--- config.mk ---
export PLATFORM = sky130hd
export DESIGN_NAME = wlan_stop_and_wait_retry_control
export DESIGN_NICKNAME = d
export VERILOG_FILES = /design/src/sv/wsw_rc_pkg.sv /design/src/sv/wlan_stop_and_wait_retry_control.sv
export SDC_FILE = /design/constraint.sdc
export NUM_CORES = 1
export LEC_CHECK = 0
export BUFFER_PORTS_ARGS = -buffer_cell sky130_fd_sc_hd__clkbuf_2
export CORE_ASPECT_RATIO = 0.7
export CORE_MARGIN = 5
export CORE_UTILIZATION = 50
export CTS_CLUSTER_SIZE = 14
export DETAILED_ROUTE_END_ITERATION = 8
export GPL_TIMING_DRIVEN = 0
export HOLD_SLACK_MARGIN = 0.08
export PLACE_DENSITY = 0.78
export SLEW_MARGIN = 5
export SYNTH_ARGS = -nofsm -noshare
export SYNTH_HDL_FRONTEND = slang
export SYNTH_SLANG_ARGS = --single-unit
--- constraint.sdc ---
create_clock -name clk -period 6.7 [get_ports clk]
set_clock_uncertainty 0.1 [all_clocks]
set_input_delay 1.005 -clock clk [delete_from_list [all_inputs] [get_ports clk]]
set_output_delay 1.005 -clock clk [all_outputs]
set_load 0.02 [all_outputs]
--- src/sv/wsw_rc_pkg.sv ---
// ----------------------------------------------------------------------------
// wsw_rc_pkg
// Shared codes and widths for the stop-and-wait retry control block.
// ----------------------------------------------------------------------------
package wsw_rc_pkg;

  localparam int KIND_W    = 4;
  localparam int BITS_W    = 20;
  localparam int LIMIT_W   = 8;
  localparam int RETRY_W   = 8;
  localparam int STA_W     = 9;
  localparam int OUTCOME_W = 3;
  localparam int TXC_W     = 10;
  localparam int ATT_W     = 9;
  localparam int PHASE_W   = 3;
  localparam int CFG_IDX_W = 2;
  localparam int CFG_DAT_W = 20;

  // event kinds
  localparam logic [KIND_W-1:0] K_NEW_FRAME   = 4'd0;
  localparam logic [KIND_W-1:0] K_TX_START    = 4'd1;
  localparam logic [KIND_W-1:0] K_TX_END_ACT  = 4'd2;
  localparam logic [KIND_W-1:0] K_TX_END_OTH  = 4'd3;
  localparam logic [KIND_W-1:0] K_RX_START    = 4'd4;
  localparam logic [KIND_W-1:0] K_RX_END      = 4'd5;
  localparam logic [KIND_W-1:0] K_RX_ERROR    = 4'd6;
  localparam logic [KIND_W-1:0] K_ACK_RX      = 4'd7;
  localparam logic [KIND_W-1:0] K_DATA_RX     = 4'd8;
  localparam logic [KIND_W-1:0] K_ACK_TIMEOUT = 4'd9;
  localparam logic [KIND_W-1:0] K_CTS_MISSING = 4'd10;

  // outcomes
  localparam logic [OUTCOME_W-1:0] OC_NONE       = 3'd0;
  localparam logic [OUTCOME_W-1:0] OC_QUEUED     = 3'd1;
  localparam logic [OUTCOME_W-1:0] OC_DROP_EXP   = 3'd2;
  localparam logic [OUTCOME_W-1:0] OC_SUCCESS    = 3'd3;
  localparam logic [OUTCOME_W-1:0] OC_RETRANSMIT = 3'd4;
  localparam logic [OUTCOME_W-1:0] OC_DISCARD    = 3'd5;
  localparam logic [OUTCOME_W-1:0] OC_ACK_SEND   = 3'd6;

  // ack phases
  localparam logic [PHASE_W-1:0] PH_NONE = 3'd0;
  localparam logic [PHASE_W-1:0] PH_WAIT = 3'd1;
  localparam logic [PHASE_W-1:0] PH_RECV = 3'd2;
  localparam logic [PHASE_W-1:0] PH_DONE = 3'd3;
  localparam logic [PHASE_W-1:0] PH_SACK = 3'd4;

  // configuration register indexes
  localparam logic [CFG_IDX_W-1:0] REG_SHORT_LIMIT = 2'd0;
  localparam logic [CFG_IDX_W-1:0] REG_LONG_LIMIT  = 2'd1;
  localparam logic [CFG_IDX_W-1:0] REG_RTS_THRESH  = 2'd2;
  localparam logic [CFG_IDX_W-1:0] REG_BIANCHI     = 2'd3;

  // reset values
  localparam logic [LIMIT_W-1:0] SHORT_LIMIT_RST = 8'd7;
  localparam logic [LIMIT_W-1:0] LONG_LIMIT_RST  = 8'd4;
  localparam logic [BITS_W-1:0]  RTS_THRESH_RST  = 20'd4000;

  localparam logic [RETRY_W-1:0] RETRY_MAX = 8'd255;
  localparam logic [STA_W-1:0]   STA_MAX   = 9'd511;

endpackage

--- src/sv/wlan_stop_and_wait_retry_control.sv ---
// ----------------------------------------------------------------------------
// wlan_stop_and_wait_retry_control
// Sender side of a stop-and-wait ARQ with DCF short/long retry counters; also tracks acks owed for received data.
// ----------------------------------------------------------------------------
// throughput: one event per cycle while out_tready does not stall the output; one input stage register and one output
//   register, the state update is combinational between them
// reset: synchronous, active low; clears all counters and the ack phase,
//   loads the retry limits, rts threshold and mode with their defaults
module wlan_stop_and_wait_retry_control (
  input  logic        clk,
  input  logic        rst_n,
  input  logic        cfg_we,
  input  logic [1:0]  cfg_addr,
  input  logic [19:0] cfg_wdata,
  input  logic        in_tvalid,
  output logic        in_tready,
  input  logic [23:0] in_tdata,   // [19:0] frame_bits, [20] expired, zeros above
  input  logic [3:0]  in_tuser,   // [3:0] kind
  output logic        out_tvalid,
  input  logic        out_tready,
  output logic [23:0] out_tdata,  // [9:0] tx_count, [18:10] attempts,
                                  // [21:19] ack_phase, [22] busy_res, zero above
  output logic [2:0]  out_tuser   // [2:0] outcome
);

  // configuration
  logic [wsw_rc_pkg::LIMIT_W-1:0] short_lim_r, long_lim_r;
  logic [wsw_rc_pkg::BITS_W-1:0]  thr_r;
  logic                           bianchi_r;

  // input stage
  logic                            stg_v_r;
  logic [wsw_rc_pkg::KIND_W-1:0]   stg_kind_r;
  logic [wsw_rc_pkg::BITS_W-1:0]   stg_bits_r;
  logic                            stg_exp_r;

  // protocol state
  logic [wsw_rc_pkg::PHASE_W-1:0] phase_r, phase_nxt;
  logic                           active_r, active_nxt;
  logic                           timer_r, timer_nxt;
  logic [wsw_rc_pkg::BITS_W-1:0]  act_bits_r, act_bits_nxt;
  logic [wsw_rc_pkg::RETRY_W-1:0] sr_r, sr_nxt, lr_r, lr_nxt;
  logic [wsw_rc_pkg::STA_W-1:0]   ss_r, ss_nxt, sl_r, sl_nxt;

  // output register
  logic                             out_v_r;
  logic [wsw_rc_pkg::OUTCOME_W-1:0] oc_r, oc_nxt;
  logic [wsw_rc_pkg::TXC_W-1:0]     txc_r, txc_nxt;
  logic [wsw_rc_pkg::ATT_W-1:0]     att_r, att_nxt;
  logic [wsw_rc_pkg::PHASE_W-1:0]   ph_out_r;
  logic                             busy_r, busy_nxt;

  logic adv, fire, in_acc;
  logic is_long, to_fail, do_fail;
  logic [wsw_rc_pkg::STA_W-1:0] s_part, l_part;
  logic [wsw_rc_pkg::TXC_W-1:0] std_cnt, per_frame_cnt;

  assign adv       = !out_v_r || out_tready;
  assign fire      = stg_v_r && adv;
  assign in_tready = !stg_v_r || adv;
  assign in_acc    = in_tvalid && in_tready;

  assign is_long = act_bits_r > thr_r;

  always_comb begin
    phase_nxt    = phase_r;
    active_nxt   = active_r;
    timer_nxt    = timer_r;
    act_bits_nxt = act_bits_r;
    sr_nxt       = sr_r;
    lr_nxt       = lr_r;
    ss_nxt       = ss_r;
    sl_nxt       = sl_r;
    oc_nxt       = wsw_rc_pkg::OC_NONE;
    txc_nxt      = wsw_rc_pkg::TXC_W'(1);
    att_nxt      = wsw_rc_pkg::ATT_W'(1);
    to_fail      = 1'b0;
    do_fail      = 1'b0;
    s_part       = '0;
    l_part       = '0;
    std_cnt      = '0;
    per_frame_cnt = '0;

    case (stg_kind_r)
      wsw_rc_pkg::K_NEW_FRAME: begin
        if (!active_r && phase_r != wsw_rc_pkg::PH_SACK) begin
          if (stg_exp_r) begin
            oc_nxt = wsw_rc_pkg::OC_DROP_EXP;
          end else begin
            active_nxt   = 1'b1;
            act_bits_nxt = stg_bits_r;
            oc_nxt       = wsw_rc_pkg::OC_QUEUED;
            txc_nxt      = bianchi_r
              ? wsw_rc_pkg::TXC_W'(sr_r) + wsw_rc_pkg::TXC_W'(lr_r) + wsw_rc_pkg::TXC_W'(1)
              : wsw_rc_pkg::TXC_W'(ss_r) + wsw_rc_pkg::TXC_W'(sl_r) + wsw_rc_pkg::TXC_W'(1);
          end
        end
      end
      wsw_rc_pkg::K_TX_START: begin
        if (active_r && is_long) begin
          sr_nxt = '0;
          ss_nxt = '0;
        end
      end
      wsw_rc_pkg::K_TX_END_ACT: begin
        if (active_r) begin
          phase_nxt = wsw_rc_pkg::PH_WAIT;
          timer_nxt = 1'b1;
        end else if (phase_r == wsw_rc_pkg::PH_SACK) begin
          phase_nxt = wsw_rc_pkg::PH_NONE;
        end
      end
      wsw_rc_pkg::K_TX_END_OTH: begin
        if (phase_r == wsw_rc_pkg::PH_SACK) begin
          phase_nxt = wsw_rc_pkg::PH_NONE;
        end
      end
      wsw_rc_pkg::K_RX_START: begin
        if (phase_r == wsw_rc_pkg::PH_WAIT) begin
          phase_nxt = wsw_rc_pkg::PH_RECV;
        end
      end
      wsw_rc_pkg::K_RX_END: begin
        if (phase_r == wsw_rc_pkg::PH_RECV) begin
          phase_nxt = wsw_rc_pkg::PH_DONE;
          timer_nxt = 1'b1;
        end
      end
      wsw_rc_pkg::K_RX_ERROR: begin
        if (phase_r == wsw_rc_pkg::PH_RECV) begin
          phase_nxt = wsw_rc_pkg::PH_WAIT;
          to_fail   = !timer_r && active_r;
        end
      end
      wsw_rc_pkg::K_ACK_RX: begin
        if (active_r && phase_r == wsw_rc_pkg::PH_DONE) begin
          att_nxt = wsw_rc_pkg::ATT_W'(sr_r) + wsw_rc_pkg::ATT_W'(lr_r) + wsw_rc_pkg::ATT_W'(1);
          if (is_long) begin
            lr_nxt = '0;
            sl_nxt = '0;
          end else begin
            sr_nxt = '0;
            ss_nxt = '0;
          end
          active_nxt = 1'b0;
          phase_nxt  = wsw_rc_pkg::PH_NONE;
          timer_nxt  = 1'b0;
          oc_nxt     = wsw_rc_pkg::OC_SUCCESS;
        end
      end
      wsw_rc_pkg::K_DATA_RX: begin
        phase_nxt = wsw_rc_pkg::PH_SACK;
        oc_nxt    = wsw_rc_pkg::OC_ACK_SEND;
      end
      wsw_rc_pkg::K_ACK_TIMEOUT: begin
        timer_nxt = 1'b0;
        to_fail   = phase_r != wsw_rc_pkg::PH_RECV && active_r;
      end
      wsw_rc_pkg::K_CTS_MISSING: begin
        if (active_r) begin
          sr_nxt  = (sr_r < wsw_rc_pkg::RETRY_MAX) ? sr_r + 1'b1 : sr_r;
          ss_nxt  = (ss_r < wsw_rc_pkg::STA_MAX) ? ss_r + 1'b1 : ss_r;
          do_fail = 1'b1;
        end
      end
      default: begin
      end
    endcase

    // timeout-type failure charges the short or long counters by frame size
    if (to_fail) begin
      if (!is_long) begin
        sr_nxt = (sr_r < wsw_rc_pkg::RETRY_MAX) ? sr_r + 1'b1 : sr_r;
        ss_nxt = (ss_r < wsw_rc_pkg::STA_MAX) ? ss_r + 1'b1 : ss_r;
      end else begin
        lr_nxt = (lr_r < wsw_rc_pkg::RETRY_MAX) ? lr_r + 1'b1 : lr_r;
        sl_nxt = (sl_r < wsw_rc_pkg::STA_MAX) ? sl_r + 1'b1 : sl_r;
      end
      do_fail = 1'b1;
    end

    // standard tx count: station counters at or past their limit wrap back by it
    s_part = (ss_nxt >= wsw_rc_pkg::STA_W'(short_lim_r))
           ? ss_nxt - wsw_rc_pkg::STA_W'(short_lim_r) : ss_nxt;
    l_part = (sl_nxt >= wsw_rc_pkg::STA_W'(long_lim_r))
           ? sl_nxt - wsw_rc_pkg::STA_W'(long_lim_r) : sl_nxt;
    if (ss_nxt < wsw_rc_pkg::STA_W'(short_lim_r) && sl_nxt < wsw_rc_pkg::STA_W'(long_lim_r)) begin
      std_cnt = wsw_rc_pkg::TXC_W'(ss_nxt) + wsw_rc_pkg::TXC_W'(sl_nxt) + wsw_rc_pkg::TXC_W'(1);
    end else begin
      std_cnt = wsw_rc_pkg::TXC_W'(s_part) + wsw_rc_pkg::TXC_W'(l_part) + wsw_rc_pkg::TXC_W'(1);
    end
    per_frame_cnt = wsw_rc_pkg::TXC_W'(sr_nxt) + wsw_rc_pkg::TXC_W'(lr_nxt)
                  + wsw_rc_pkg::TXC_W'(1);

    if (do_fail) begin
      timer_nxt = 1'b0;
      phase_nxt = wsw_rc_pkg::PH_NONE;
      if (sr_nxt == short_lim_r || lr_nxt == long_lim_r || stg_exp_r) begin
        att_nxt    = wsw_rc_pkg::ATT_W'(sr_nxt) + wsw_rc_pkg::ATT_W'(lr_nxt)
                   + wsw_rc_pkg::ATT_W'(1);
        sr_nxt     = '0;
        lr_nxt     = '0;
        active_nxt = 1'b0;
        oc_nxt     = wsw_rc_pkg::OC_DISCARD;
      end else begin
        txc_nxt = bianchi_r ? per_frame_cnt : std_cnt;
        oc_nxt  = wsw_rc_pkg::OC_RETRANSMIT;
      end
    end

    busy_nxt = active_nxt || phase_nxt == wsw_rc_pkg::PH_SACK;
  end

  always_ff @(posedge clk) begin
    if (!rst_n) begin
      short_lim_r <= wsw_rc_pkg::SHORT_LIMIT_RST;
      long_lim_r  <= wsw_rc_pkg::LONG_LIMIT_RST;
      thr_r       <= wsw_rc_pkg::RTS_THRESH_RST;
      bianchi_r   <= 1'b0;
      stg_v_r     <= 1'b0;
      out_v_r     <= 1'b0;
      phase_r     <= wsw_rc_pkg::PH_NONE;
      active_r    <= 1'b0;
      timer_r     <= 1'b0;
      act_bits_r  <= '0;
      sr_r        <= '0;
      lr_r        <= '0;
      ss_r        <= '0;
      sl_r        <= '0;
    end else begin
      if (cfg_we) begin
        case (cfg_addr)
          wsw_rc_pkg::REG_SHORT_LIMIT: short_lim_r <= cfg_wdata[wsw_rc_pkg::LIMIT_W-1:0];
          wsw_rc_pkg::REG_LONG_LIMIT:  long_lim_r  <= cfg_wdata[wsw_rc_pkg::LIMIT_W-1:0];
          wsw_rc_pkg::REG_RTS_THRESH:  thr_r       <= cfg_wdata[wsw_rc_pkg::BITS_W-1:0];
          wsw_rc_pkg::REG_BIANCHI:     bianchi_r   <= cfg_wdata[0];
          default: begin
          end
        endcase
      end
      if (in_acc) begin
        stg_v_r <= 1'b1;
      end else if (fire) begin
        stg_v_r <= 1'b0;
      end
      if (fire) begin
        out_v_r    <= 1'b1;
        phase_r    <= phase_nxt;
        active_r   <= active_nxt;
        timer_r    <= timer_nxt;
        act_bits_r <= act_bits_nxt;
        sr_r       <= sr_nxt;
        lr_r       <= lr_nxt;
        ss_r       <= ss_nxt;
        sl_r       <= sl_nxt;
      end else if (out_tready) begin
        out_v_r <= 1'b0;
      end
    end
  end

  // payload registers
  always_ff @(posedge clk) begin
    if (in_acc) begin
      stg_kind_r <= in_tuser;
      stg_bits_r <= in_tdata[wsw_rc_pkg::BITS_W-1:0];
      stg_exp_r  <= in_tdata[wsw_rc_pkg::BITS_W];
    end
    if (fire) begin
      oc_r     <= oc_nxt;
      txc_r    <= txc_nxt;
      att_r    <= att_nxt;
      ph_out_r <= phase_nxt;
      busy_r   <= busy_nxt;
    end
  end

  assign out_tvalid = out_v_r;
  assign out_tuser  = oc_r;
  assign out_tdata  = {1'b0, busy_r, ph_out_r, att_r, txc_r};

endmodule
Word level (Yosys, flattened, before mapping)
Index checks and enable logic that the tools add are counted.

Register bits after elaboration: 149. Bits of input ports: 55. Output and inout bits: 29. Logic and storage cells: 185.

$add $sub $neg: 20. Magnitude comparators: 9. Eq/ne operators: 25. Muxes and demuxes: 80. Bitwise gates (word level): 1. Reductions and logical operators: 28.

Operators with widths (number): 9-bit two-way mux (19); 8-bit two-way mux (17); 10-bit two-way mux (8); 8-bit by 8-bit adder with 9-bit output (4); 9-bit by 1-bit adder with 9-bit output, second input constant (4); 10-bit by 1-bit adder with 10-bit output, second input constant (3); 9-bit by 9-bit adder with 10-bit output (3); 9-bit one-hot mux with 3 select lines (1); 3-bit two-way mux (8); 8-bit one-hot mux with 3 select lines (1); 3-bit one-hot mux with 7 select lines (1); 9-bit by 1-bit adder with 10-bit output, second input constant (2); 20-bit > comparator (1); 9-bit by 8-bit >= comparator with 1-bit output (2); 9-bit by 8-bit < comparator with 1-bit output (2); 9-bit < comparator, second input constant (2); 1-bit two-way mux (18); 9-bit by 8-bit subtractor with 9-bit output (2); 8-bit by 1-bit adder with 8-bit output, second input constant (2); 4-bit by 3-bit == test with 1-bit output, second input constant (4); 8-bit == test (2); 8-bit < comparator, second input constant (2); 4-bit == test, second input constant (3); 3-bit inequality test, second input constant (4); other kinds (23) (48).

Logic depth before layout (Yosys ltp)
Depth in word-level cells: 14. Gate-level depth with buffers: 39.

Worst setup path after synthesis
Ideal clock, no wire load.

Path kind: reg-to-reg. Start: register thr_r[15] (netlist name). End: register txc_r[9] (netlist name) (data pin). Setup time: 273 ps. Data arrival time: 6686 ps. Data required time: 6327 ps. Slack: -360 ps. Stages on the path, launching flop included: 38. Path buffers: 4. Clock period less this slack: 7060 ps. Path through: dfxtp_1 inv_1 ha_1 nand4_1 nor4_4 nand2_1 clkbuf_1 nor2_1 a21oi_1 buf_4 and3_1 clkbuf_1 a31oi_1 a2bb2oi_1 inv_1 ha_1 nor2b_1 o21a_1 (+2 left out) o21a_1 o21ai_0 o211ai_1 nor2_1 clkbuf_1 a21oi_1 ha_1 nor2b_1 o21ai_0 a21oi_1 o21ai_0 a21oi_1 o21ai_0 nand2b_1 a21o_1 a211oi_1 a21o_1 o41ai_2.

Longest elaborated chain between the ends: 14. Elaborated cells on any way between the ends: 47. Classes of those cells: 8 x add/sub; 5 x order compare; 2 x eq/ne; 28 x mux; 4 x reduce/logical.

RTL lines: start: declaration (line wlan_stop_and_wait_retry_control.sv:28) `logic [wsw_rc_pkg::BITS_W-1:0] thr_r;`; start signal: assignment (line wlan_stop_and_wait_retry_control.sv:218) `thr_r <= wsw_rc_pkg::RTS_THRESH_RST;`; start signal: assignment (line wlan_stop_and_wait_retry_control.sv:235) `wsw_rc_pkg::REG_RTS_THRESH: thr_r <= cfg_wdata[wsw_rc_pkg::BITS_W-1:0];`; 20-bit > comparator (*) (line wlan_stop_and_wait_retry_control.sv:63) `assign is_long = act_bits_r > thr_r;`; 9-bit two-way mux / 1-bit logical AND (equally long branches) (line wlan_stop_and_wait_retry_control.sv:138, wlan_stop_and_wait_retry_control.sv:100); 9-bit two-way mux, on equally long branches (line wlan_stop_and_wait_retry_control.sv:136, wlan_stop_and_wait_retry_control.sv:100); 9-bit one-hot mux with 3 select lines (line wlan_stop_and_wait_retry_control.sv:84) `case (stg_kind_r)`; 9-bit two-way mux (line wlan_stop_and_wait_retry_control.sv:172) `if (!is_long) begin`; 9-bit two-way mux (*) (line wlan_stop_and_wait_retry_control.sv:171) `if (to_fail) begin`; net ss_nxt (one bit) (line wlan_stop_and_wait_retry_control.sv:43) `logic [wsw_rc_pkg::STA_W-1:0] ss_r, ss_nxt, sl_r, sl_nxt;`; 9-bit by 8-bit subtractor with 9-bit output / 9-bit by 8-bit >= comparator with 1-bit output (equally long branches) (line wlan_stop_and_wait_retry_control.sv:184, wlan_stop_and_wait_retry_control.sv:183); 9-bit two-way mux (line wlan_stop_and_wait_retry_control.sv:184) `? ss_nxt - wsw_rc_pkg::STA_W'(short_lim_r) : ss_nxt;`; 9-bit by 9-bit adder with 10-bit output (line wlan_stop_and_wait_retry_control.sv:190) `std_cnt = wsw_rc_pkg::TXC_W'(s_part) + wsw_rc_pkg::TXC_W'(l_part) + wsw_rc_pkg::TXC_W'(1);`; 10-bit by 1-bit adder with 10-bit output (line wlan_stop_and_wait_retry_control.sv:190); 10-bit two-way mux (*) (line wlan_stop_and_wait_retry_control.sv:187) `if (ss_nxt < wsw_rc_pkg::STA_W'(short_lim_r) && sl_nxt < wsw_rc_pkg::STA_W'(long_lim_r)) begin`; 10-bit two-way mux (*) (line wlan_stop_and_wait_retry_control.sv:206) `txc_nxt = bianchi_r ? per_frame_cnt : std_cnt;`; 10-bit two-way mux (*) (line wlan_stop_and_wait_retry_control.sv:198) `if (sr_nxt == short_lim_r || lr_nxt == long_lim_r || stg_exp_r) begin`; 10-bit two-way mux (*) (line wlan_stop_and_wait_retry_control.sv:195) `if (do_fail) begin`; net txc_nxt (one bit) (line wlan_stop_and_wait_retry_control.sv:48) `logic [wsw_rc_pkg::TXC_W-1:0] txc_r, txc_nxt;`; end signal: assignment (line wlan_stop_and_wait_retry_control.sv:271) `txc_r <= txc_nxt;`; end: declaration (line wlan_stop_and_wait_retry_control.sv:48).

Mark *: on every way through the listed nets, which the timed path passes. The rest lies on a longest branch. A chain may end at the register's enable or synchronous reset.

Worst setup path in the final report
Start: register thr_r[9] (netlist name). End: register txc_r[8] (netlist name) (data pin).

The elaborated chain is that of the path after synthesis.

==> flow_metrics.py <==
metrics = {
    "synth": {
        "postSynthAreaPerCell_um2": 8.21,
        "ys.flop_type": "dfxtp_1",
        "synth-simple-area-share_pct": 22.0,
        "synth_compound_area_share_pct": 22.5,
        "ys_ff_latch": 149,
        "synthAdderAreaFrac_pct": 10.9,
        "synth_top_family_by_area": "compound AO/OA/AOI/OAI gates",
        "synth-async-reset-ratio_pct": 0,
        "synthMuxAreaShare_pct": 3.01,
        "synth_edf_count": 51,
        "synth_warnings": 0,
        "seq_area_frac_synth_pct": 32.2,
        "synth_cell_types": 85,
        "synth_cells": 1323,
        "synth_fp_nets": 1468,
        "synth_xor_area_share_pct": 3.79,
        "synth_area_um2": 10900,
    },
    "drt": {
        "vias": 10900,
        "vias_per_cell": 6.14,
        "drc_errors": 0,
        "wl_per_cell_um": 20.5,
        "dr.pass1.iters": 6,
        "wl_um": 36500,
        "drt_iter0_markers": 1567,
        "antenna_left": 0,
    },
    "sta": {
        "relSlewSlack_pct": 25.4,
        "worst_slack_ns": -0.0916,
        "min_period_ns": 6.79,
        "setup_viol": 6,
        "rsz0062_at_grt": "true",
        "timing_hold_violations_final": 0,
        "fin_crit_sh_pct": 101,
        "worst_slew_pin_slew_ns": 1.12,
        "finalMaxSlewViolations": 0,
        "max_freq_ghz": 0.147,
    },
    "power_and_ir_drop": {
        "seq_power_share_pct": 38.5,
        "swShare_pct": 32.9,
        "irDropWorstVdd_v": 0.000196,
        "p_int_w": 0.00172,
        "leakagePower_nw": 5.51,
        "total_power_w": 0.00257,
        "p_comb_share_pct": 25.9,
        "switchingPower_w": 0.000845,
        "pwr-share-clk_pct": 35.6,
        "power_density_nw_per_um2": 193,
    },
    "clock_network": {
        "cts.sinks": 149,
        "cts_root_buf": "clkbuf_16",
        "clk_latency_ns": 0.45,
        "clk_path_buf_depth": 2,
        "cts.htree.levels": 4,
        "cts_tree": "yes",
        "ctsHoldBuffers": 0,
        "numCtsBuffers": 17,
        "cts.reportedPaths.clkPinSlew_ns": 0.07,
    },
    "global_routing": {
        "overflow": 0,
        "grt_pass1_vias": 9857,
        "grt_max_degree": 36,
        "antenna_found_initial": 0,
        "grt_use_total_pct": 28.4,
        "grt_pass1_wl_um": 54500,
    },
    "min_path": {
        "worstHoldStart": "thr_r[19]",
        "hold_class": "reg2reg",
    },
    "finish": {
        "nFillCells": 1826,
        "diodes": 0,
        "final_util_pct": 62.0,
        "nets": 1630,
        "layout-drive-gt1-share_pct": 21.6,
        "final_area_um2": 13300,
        "areaGrowthSynthToFinish_pct": 22.8,
    },
    "worst_setup_path": {
        "required_ns": 6.76,
        "r2r_start": "thr_r[9]",
        "cp-start-kind": "flop",
        "cp-end-kind": "flop",
        "cp-startpoint": "thr_r[9]",
        "slowest_stage": "o21ai_0",
        "worstPathArrival_ns": 6.85,
        "slowest_delay_ns": 0.78,
        "crit_path_frequent_cell": "a21oi_2",
        "crit_path_max_fanout": 10,
        "critical_path_class": "reg2reg",
    },
    "run_status": {
        "violations": "setup timing",
        "status": "finished, violations left",
    },
    "placed_design": {
        "portBuffers": 79,
        "dp_hpwl_um": 26500,
        "placed_cell_area_um2": 11600,
        "gp_congestion": 0.982,
    },
    "floorplanning": {
        "die_h_um": 133,
        "ios": 84,
        "start_util_pct": 50.5,
        "fp.dieW_um": 186,
        "dieArea_um2": 24800,
        "num_rows": 45,
        "core_area_um2": 21500,
    },
    "job": {
        "cap_violations": 0,
    },
}
power by group through the flow:
stage	sequential [W]	clock (W)	combinational, W
floorplan	0.00101	0	0.000337
global placement	0.00101	0	0.000494
detailed placement	0.00101	0	0.000506
CTS	0.000988	0.000914	0.000575
global route	0.000993	0.000953	0.000719
finish	0.000990	0.000914	0.000665
metal layers:
metal	GRT usage, %	vias to the layer above	part of all wire, %
met5	0	-	0
met3	10.5	84	14
met2	39.1	641	41
met1	41.9	5129	43
li1	-	5077	-
met4	6.92	0	2.2
worst paths after layout:
kind                     to  slack (ns)  cells after the start
setup / recovery   txc_r[8]       -0.09                     31
hold / removal    thr_r[19]        0.36                      2
setup reg to reg   txc_r[8]       -0.09                     31
hold reg to reg   thr_r[19]        0.36                      2
kinds of logic after synthesis:
| logic type | Yosys count |
|---|---|
| buf+inv | 150 |
| other cells | 1 |
| compound gates | 371 |
| mux | 32 |
| fa+ha+maj | 90 |
| flops | 149 |
| xor+xnor | 47 |
| simple gates | 483 |
synth_stat cells, types with 33 or more instances:
| master | count | area (um^2) |
|---|---|---|
| nand2_1 | 190 | 713 |
| dfxtp_1 | 98 | 1960 |
| nor2_1 | 88 | 330 |
| inv_1 | 86 | 323 |
| ha_1 | 83 | 1040 |
| a21oi_1 | 82 | 410 |
| o21ai_0 | 74 | 370 |
| edfxtp_1 | 51 | 1530 |
| clkbuf_1 | 49 | 184 |
| a21boi_0 | 43 | 323 |
| xnor2_1 | 35 | 307 |
| nor2b_1 | 33 | 206 |
critical path: cells and delay by family (launching register included):
kind                       cells  cell delay, ns
adders and majority gates      3            1.11
and+or+nand+nor                7            1.19
AOI/OAI and AO/OA             13            2.56
xor gates and xnor gates       1            0.21
DFF                            1            0.32
buffers and inverters          6            0.89
muxes                          1            0.13
placed cells by master, fill, tap and decap left out, types with 13 or more instances in the layout:
cell,n
buf_4,67
clkbuf_2,82
ha_4,16
ha_1,66
and2_1,13
nor2b_1,31
nand2_1,187
a21o_1,27
a21boi_0,43
nor2_1,80
nand2b_1,19
mux2i_1,23
dfxtp_1,91
nand4_1,21
o21ai_0,59
nor3b_1,16
nand3_1,28
a21oi_1,68
xnor2_1,35
o21ai_1,24
clkbuf_1,42
inv_1,76
clkbuf_16,17
edfxtp_1,51
o211ai_1,17
metrics by stage:
stage	hold slack, ns	std cells	worst slack, ns	TNS [ns]
2_1_floorplan	0.343	1323	0.0195	0
3_3_place_gp	0.353	1684	-1.55	-9.94
3_5_place_dp	0.358	1684	-1.69	-10.80
4_1_cts	0.367	1755	-0.129	-0.185
5_1_grt	0.387	1780	-0.322	-1.50
6_report	0.365	1780	-0.0916	-0.381
layout make-up:
class                   instances  area, um^2  area share (%)
plain buffers                  60         317            2.37
clock buffers                  18         429            3.22
clock inverters                14         116           0.872
inverters                      87         327            2.45
multi-input cells            1024        7380            55.4
flip-flops and latches        149        3500            26.3
well taps                     282         353            2.65
repair buffers                146         910            6.82
sequential cells by signal, indices dropped and copies added, names as in the netlist, 3 cells and up:
name and cells:
stg_bits_r 20, lr_r 8, phase_r 3, sl_r 9, txc_r 10, sr_r 8, ss_r 9, out_tuser 3
ph_out_r 3, short_lim_r 8, act_bits_r 20, thr_r 20, long_lim_r 8, stg_kind_r 4, att_r 9
what timing repair did:
item | CTS | global route
pin swaps | 37 | 54
cloned | 1 | 0
resized for setup | 99 | 62
setup buffers | 39 | 27
setup endpoints to repair | 10 | 8
No activity file was read; power rests on OpenSTA's default activity.
